[src/rtl/core/sha_pkg.sv]
`timescale 1ns / 1ps
package sha_pkg;

    typedef enum logic [2:0] {
        ST_IDLE,
        ST_LOAD,
        ST_ROUND,
        ST_FOLD,
        ST_PAD,
        ST_OUT
    } state_t;

    typedef struct packed {
        logic start;
        logic busy;
        logic done;
    } core_ctl_t;

    localparam logic [31:0] INIT_HASH [8] = '{
        32'h6a09e667, 32'hbb67ae85, 32'h3c6ef372, 32'ha54ff53a,
        32'h510e527f, 32'h9b05688c, 32'h1f83d9ab, 32'h5be0cd19
    };

    localparam logic [31:0] ROUND_K [64] = '{
        32'h428a2f98, 32'h71374491, 32'hb5c0fbcf, 32'he9b5dba5,
        32'h3956c25b, 32'h59f111f1, 32'h923f82a4, 32'hab1c5ed5,
        32'hd807aa98, 32'h12835b01, 32'h243185be, 32'h550c7dc3,
        32'h72be5d74, 32'h80deb1fe, 32'h9bdc06a7, 32'hc19bf174,
        32'he49b69c1, 32'hefbe4786, 32'h0fc19dc6, 32'h240ca1cc,
        32'h2de92c6f, 32'h4a7484aa, 32'h5cb0a9dc, 32'h76f988da,
        32'h983e5152, 32'ha831c66d, 32'hb00327c8, 32'hbf597fc7,
        32'hc6e00bf3, 32'hd5a79147, 32'h06ca6351, 32'h14292967,
        32'h27b70a85, 32'h2e1b2138, 32'h4d2c6dfc, 32'h53380d13,
        32'h650a7354, 32'h766a0abb, 32'h81c2c92e, 32'h92722c85,
        32'ha2bfe8a1, 32'ha81a664b, 32'hc24b8b70, 32'hc76c51a3,
        32'hd192e819, 32'hd6990624, 32'hf40e3585, 32'h106aa070,
        32'h19a4c116, 32'h1e376c08, 32'h2748774c, 32'h34b0bcb5,
        32'h391c0cb3, 32'h4ed8aa4a, 32'h5b9cca4f, 32'h682e6ff3,
        32'h748f82ee, 32'h78a5636f, 32'h84c87814, 32'h8cc70208,
        32'h90befffa, 32'ha4506ceb, 32'hbef9a3f7, 32'hc67178f2
    };

    localparam logic [7:0] PAD_BYTE = 8'h80;

endpackage

[src/rtl/core/sha_core.sv]
`timescale 1ns / 1ps
module sha_core (
    input  logic            aclk,
    input  logic            aresetn,
    input  logic            start,
    input  logic            init_chain,
    input  logic [511:0]    block,
    output logic            done,
    output logic [255:0]    chain
);

    logic [31:0] w_reg [16];
    logic [31:0] v_reg [8];
    logic [31:0] h_reg [8];
    logic [5:0]  rnd_reg;
    logic        run_reg;
    logic        fold_reg;

    logic [31:0] wt, s0, s1, t1, t2, wn, a, e;

    always_comb begin
        a  = v_reg[0];
        e  = v_reg[4];
        wt = w_reg[0];
        s0 = {w_reg[1][6:0], w_reg[1][31:7]} ^ {w_reg[1][17:0], w_reg[1][31:18]}
           ^ (w_reg[1] >> 3);
        s1 = {w_reg[14][16:0], w_reg[14][31:17]} ^ {w_reg[14][18:0], w_reg[14][31:19]}
           ^ (w_reg[14] >> 10);
        wn = w_reg[0] + s0 + s1 + w_reg[9];
        t1 = v_reg[7] + ({e[5:0], e[31:6]} ^ {e[10:0], e[31:11]} ^ {e[24:0], e[31:25]})
           + ((e & v_reg[5]) ^ (~e & v_reg[6])) + sha_pkg::ROUND_K[rnd_reg] + wt;
        t2 = ({a[1:0], a[31:2]} ^ {a[12:0], a[31:13]} ^ {a[21:0], a[31:22]})
           + ((a & v_reg[1]) ^ (a & v_reg[2]) ^ (v_reg[1] & v_reg[2]));
    end

    always_ff @(posedge aclk) begin
        if (!aresetn) begin
            run_reg  <= 1'b0;
            fold_reg <= 1'b0;
            rnd_reg  <= '0;
            for (int j = 0; j < 8; j++) begin
                h_reg[j] <= sha_pkg::INIT_HASH[j];
            end
        end else begin
            fold_reg <= 1'b0;
            if (init_chain) begin
                for (int j = 0; j < 8; j++) begin
                    h_reg[j] <= sha_pkg::INIT_HASH[j];
                end
            end
            if (start) begin
                run_reg <= 1'b1;
                rnd_reg <= '0;
                for (int j = 0; j < 16; j++) begin
                    w_reg[j] <= block[511 - 32*j -: 32];
                end
                for (int j = 0; j < 8; j++) begin
                    v_reg[j] <= h_reg[j];
                end
            end else if (run_reg) begin
                for (int j = 0; j < 15; j++) begin
                    w_reg[j] <= w_reg[j+1];
                end
                w_reg[15] <= wn;
                v_reg[7] <= v_reg[6];
                v_reg[6] <= v_reg[5];
                v_reg[5] <= v_reg[4];
                v_reg[4] <= v_reg[3] + t1;
                v_reg[3] <= v_reg[2];
                v_reg[2] <= v_reg[1];
                v_reg[1] <= v_reg[0];
                v_reg[0] <= t1 + t2;
                rnd_reg  <= rnd_reg + 6'd1;
                if (rnd_reg == 6'd63) begin
                    run_reg  <= 1'b0;
                    fold_reg <= 1'b1;
                end
            end else if (fold_reg) begin
                for (int j = 0; j < 8; j++) begin
                    h_reg[j] <= h_reg[j] + v_reg[j];
                end
            end
        end
    end

    assign done = fold_reg;

    always_comb begin
        for (int j = 0; j < 8; j++) begin
            chain[255 - 32*j -: 32] = h_reg[j];
        end
    end

`ifndef SYNTHESIS
    a_start_idle: assert property (@(posedge aclk) disable iff (!aresetn)
        start |-> !run_reg && !fold_reg) else $error("start while busy");
    a_fold_once: assert property (@(posedge aclk) disable iff (!aresetn)
        fold_reg |=> !fold_reg) else $error("fold repeated");
    a_fold_after: assert property (@(posedge aclk) disable iff (!aresetn)
        fold_reg |-> $past(run_reg) && $past(rnd_reg) == 6'd63) else $error("bad fold");
`endif

endmodule
[config.mk]
export PLATFORM = sky130hd
export DESIGN_NAME = sha_core
export DESIGN_NICKNAME = d
export VERILOG_FILES = /design/src/rtl/core/sha_pkg.sv /design/src/rtl/core/sha_core.sv
export SDC_FILE = /design/constraint.sdc
export NUM_CORES = 2
export LEC_CHECK = 0
export ABC_AREA = 1
export ABC_CLOCK_PERIOD_IN_PS = 22500
export BUFFER_PORTS_ARGS = -buffer_cell sky130_fd_sc_hd__buf_2
export CORE_UTILIZATION = 50
export DETAILED_ROUTE_END_ITERATION = 8
export PLACE_DENSITY = 0.72
export SYNTH_ARGS = -nofsm -noshare
export SYNTH_HDL_FRONTEND = slang
export SYNTH_SLANG_ARGS = --single-unit
[constraint.sdc]
create_clock -name aclk -period 22.5 [get_ports aclk]
set_clock_uncertainty 0.05 [all_clocks]
set_input_delay 4.5 -clock aclk [delete_from_list [all_inputs] [get_ports aclk]]
set_output_delay 4.5 -clock aclk [all_outputs]
set_load 0.02 [all_outputs]
==> out/summary.log <==
INFO  synthesis      synth_enable_flop_cells=992
INFO  setup_path     required=22.95ns
INFO  synthesis      mapped_nets=10330
INFO  timing         slew_viol_final=0
INFO  clock_tree     post_cts.repair.setup_buffers=0
INFO  timing         finalSetupTns=0ns
INFO  min_path       worst_hold_path.endpoint=w_reg[0][192]
INFO  placement      port_buffers=772
INFO  setup_path     critical-path-slowest-cell=sky130_fd_sc_hd__dfxtp_2
INFO  timing         fmax=110.0MHz
INFO  setup_path     cp_common_cell=sky130_fd_sc_hd__inv_1
INFO  timing         clock_period_minus_final_worst_setup_slack=9.091ns
INFO  clock_tree     tritoncts_num_sinks=1032
INFO  synthesis      synthArstFlopShare=0
INFO  setup_path     crit_family=adder cells
INFO  clock_tree     cts_root_buf=sky130_fd_sc_hd__clkbuf_16
INFO  die            start_util=0.5054
INFO  setup_path     timing.critical_path.slowest_cell_delay=0.85ns
INFO  die            num_rows=140
INFO  setup_path     worst-path-max-fanout=37
INFO  setup_path     crit_type=register to register
INFO  detailed_routing drt_iter0_drc=8909
INFO  clock_tree     clock_transition_at_path_regs=0.06ns
INFO  cells_and_area design.final.nets=10970
INFO  placement      half_perimeter_wire_length_after_placement=256.3mm
INFO  grt            grtUsageMet2=0.6301
INFO  timing         grt_setup_unrepaired=false
INFO  die            die_width=386.3um
INFO  clock_tree     tritoncts_clock_tree=built
INFO  synthesis      synth.yosys.seq_area_share=0.4143
INFO  grt            grt_pass1_wl=452.0mm
INFO  min_path       hp-class=register to register
INFO  timing         timing_worst_slew_pin_value=1.202ns
INFO  outcome        status=complete, no violations
INFO  timing         number_of_hold_violations_in_the_final_report=0
INFO  synthesis      synth.avg_cell_area=8.000um2
INFO  grt            vias_in_the_first_global_route=66240
INFO  grt            grt_most_used_layer=met2
INFO  clock_tree     cts-buffers-inserted=114
INFO  detailed_routing drt_pass1_iterations=9
INFO  clock_tree     post_cts_resized=0
INFO  min_path       hold_path_cell_cnt=2
INFO  grt            use_met1=0.5575
INFO  grt            total_congestion_overflow_after_global_routing=0
INFO  setup_path     crit_arrival=9.54ns
INFO  synthesis      synth-seq-cells=1032
INFO  setup_path     element_type_at_the_critical_path_end=register
INFO  setup_path     worst_r2r_path_depth=32
INFO  clock_tree     holdBufCountCts=0
INFO  grt            maximum_number_of_pins_on_one_net_before_global_route_repair=206
INFO  die            die_height=386.3um
INFO  detailed_routing route.detailed.vias_per_inst=5.969
INFO  grt            grt_antenna_before_repair=37
INFO  setup_path     crit-reg2reg-launch=rnd_reg[2]
INFO  timing         total_setup_violations_reported_at_the_end_of_the_flow=0
INFO  grt            met3_usage_in_global_routing=0.09035
INFO  placement      globalplace.congestion=1.100
INFO  min_path       hold_start=w_reg[0][224]
INFO  cells_and_area max_ffs_per_register=512
INFO  flow_run       maxCapViolations=0
INFO  detailed_routing drt_drc_violations_left=0
INFO  grt            track_usage=0.4203
INFO  die            area_of_the_core_region=146100um2
INFO  timing         slew_headroom=0.1986
INFO  die            die_area=149200um2
INFO  clock_tree     htree_levels=3
INFO  synthesis      ys.flop_type=sky130_fd_sc_hd__edfxtp_1
INFO  detailed_routing drt_wl_total=322.5mm
INFO  cells_and_area final_layout_size_suffix_gt1_frac=0.1084
INFO  die            io-pin-count=773
INFO  timing         fin_crit_sh=0.4040
INFO  synthesis      synth_cells=9229
INFO  setup_path     setup.worst_path.start_class=register
INFO  detailed_routing ant_nets=0
INFO  setup_path     regToRegSetupSlack=13.41ns
INFO  cells_and_area syn2layout_area_growth=12.47%
INFO  detailed_routing dr_total_vias=71040
INFO  synthesis      synth_cell_types=69
INFO  setup_path     crit_buf_inv=8
INFO  clock_tree     cts.path.max_buffers=3
INFO  synthesis      ys_warn_count=0
INFO  clock_tree     clock_insertion_delay_worst_skew=0.78ns
INFO  synthesis      post_synth_instance_area=73830um2
INFO  detailed_routing wire_per_inst=27.10um
INFO  setup_path     timing.rr.end=v_reg[0][28]
-- placed cells by master, fill, tap and decap left out, drive strengths merged, types with 3 or more instances in the layout --
cell type  Yosys  layout
buf          108     812
o211ai        32      32
nand3        374     374
clkinv         3      59
nor2         583     583
clkbuf       184     134
o22ai         21      21
dfxtp         40      40
o2111ai        3       3
and3           7       7
nor4          16      16
o211a          5       5
nor3          72      72
edfxtp       992     992
o21bai        34      34
bufinv         0      10
mux2i          8       8
o21a          66      66
a31oi         49      49
nand3b        15      15
diode          0      20
clkinvlp       0       8
xor2         175     175
ha           390     390
o21ai        574     574
a21boi        32      32
a221oi         5       5
o311ai        12      12
o41ai          4       4
a31o           7       7
nand4         84      84
a21oi        635     635
or2           37      37
nand2       3262    3262
inv          959     966
a21o          52      52
o221ai        22      22
a211oi         8       8
fa           195     195
xnor2        146     146
-- worst min-delay path, cell delays in order, from the launching register on --
cell and delay (ns):
sky130_fd_sc_hd__edfxtp_1 0.32, sky130_fd_sc_hd__nand2_1 0.05, sky130_fd_sc_hd__nand2_1 0.05
-- cell families (layout without fill, tap and decap cells) --
logic type,Yosys count,count (layout),synth area share
AOI/OAI and AO/OA,1574,1574,0.1211
xor gates and xnor gates,321,321,0.03808
adders and majority gates,587,587,0.1192
buffers and inverters,1254,1989,0.06556
DFF,1032,1032,0.4143
muxes,8,8,0.001085
other,0,20,0
and+or+nand+nor,4453,4453,0.2407
-- how the worst max path moves through the flow --
stage                     startpoint            end  slack (ns)  depth (start not counted)
after floorplan              aresetn    v_reg[0][0]        7.19                          8
after global placement       aresetn  w_reg[1][121]       13.25                         10
after detailed placement     aresetn  w_reg[1][250]       13.14                         10
after CTS                 rnd_reg[2]   v_reg[0][28]       13.74                         32
after global routing      rnd_reg[2]   v_reg[0][22]       13.11                         37
final                     rnd_reg[2]   v_reg[0][28]       13.41                         32
-- per-layer routing --
layer / routed length [um] / part of all wire
met1: 124200 / 0.39
met5: 229 / 0.00071
met4: 23000 / 0.071
met3: 35350 / 0.11
met2: 139700 / 0.43
-- final cells by class --
type	instances	area [um2]
antenna	20	50.05
clock buffer	134	2938
clock inverter	81	807.0
fill	13580	63050
inverter	962	3627
multi-input combinational	6943	38430
sequential	1032	30590
tap	1917	2399
timing repair buffer	812	4202
-- through the flow --
stage	instance area, um2	util	cells	worst slack, ns	hold slack (ns)
floorplan	73840	-	9229	7.190	0.4443
finish	83040	0.5684	11900	13.41	0.4608
detailed placement	79250	0.5424	11670	13.14	0.4500
global placement	79250	0.5424	11670	13.25	0.4471
global route	83030	0.5683	11900	13.11	0.4783
CTS	82990	0.5681	11880	13.74	0.4589
-- Yosys cell counts, types with 84 or more instances --
cell | n | area (um2)
sky130_fd_sc_hd__buf_2 | 100 | 500.5
sky130_fd_sc_hd__nand4_1 | 84 | 525.5
sky130_fd_sc_hd__o21ai_0 | 436 | 2182
sky130_fd_sc_hd__xor2_1 | 175 | 1533
sky130_fd_sc_hd__ha_1 | 390 | 4880
sky130_fd_sc_hd__edfxtp_1 | 992 | 29790
sky130_fd_sc_hd__nor2_1 | 575 | 2158
sky130_fd_sc_hd__fa_1 | 195 | 3904
sky130_fd_sc_hd__xnor2_1 | 146 | 1279
sky130_fd_sc_hd__inv_1 | 944 | 3543
sky130_fd_sc_hd__nand2_1 | 3260 | 12240
sky130_fd_sc_hd__o21ai_1 | 126 | 630.6
sky130_fd_sc_hd__a21oi_1 | 629 | 3148
sky130_fd_sc_hd__clkbuf_1 | 183 | 686.9
sky130_fd_sc_hd__nand3_1 | 374 | 1872
Power is not shown: default switching activity piles up to over one toggle a cycle in this logic, so the estimate is an artifact.
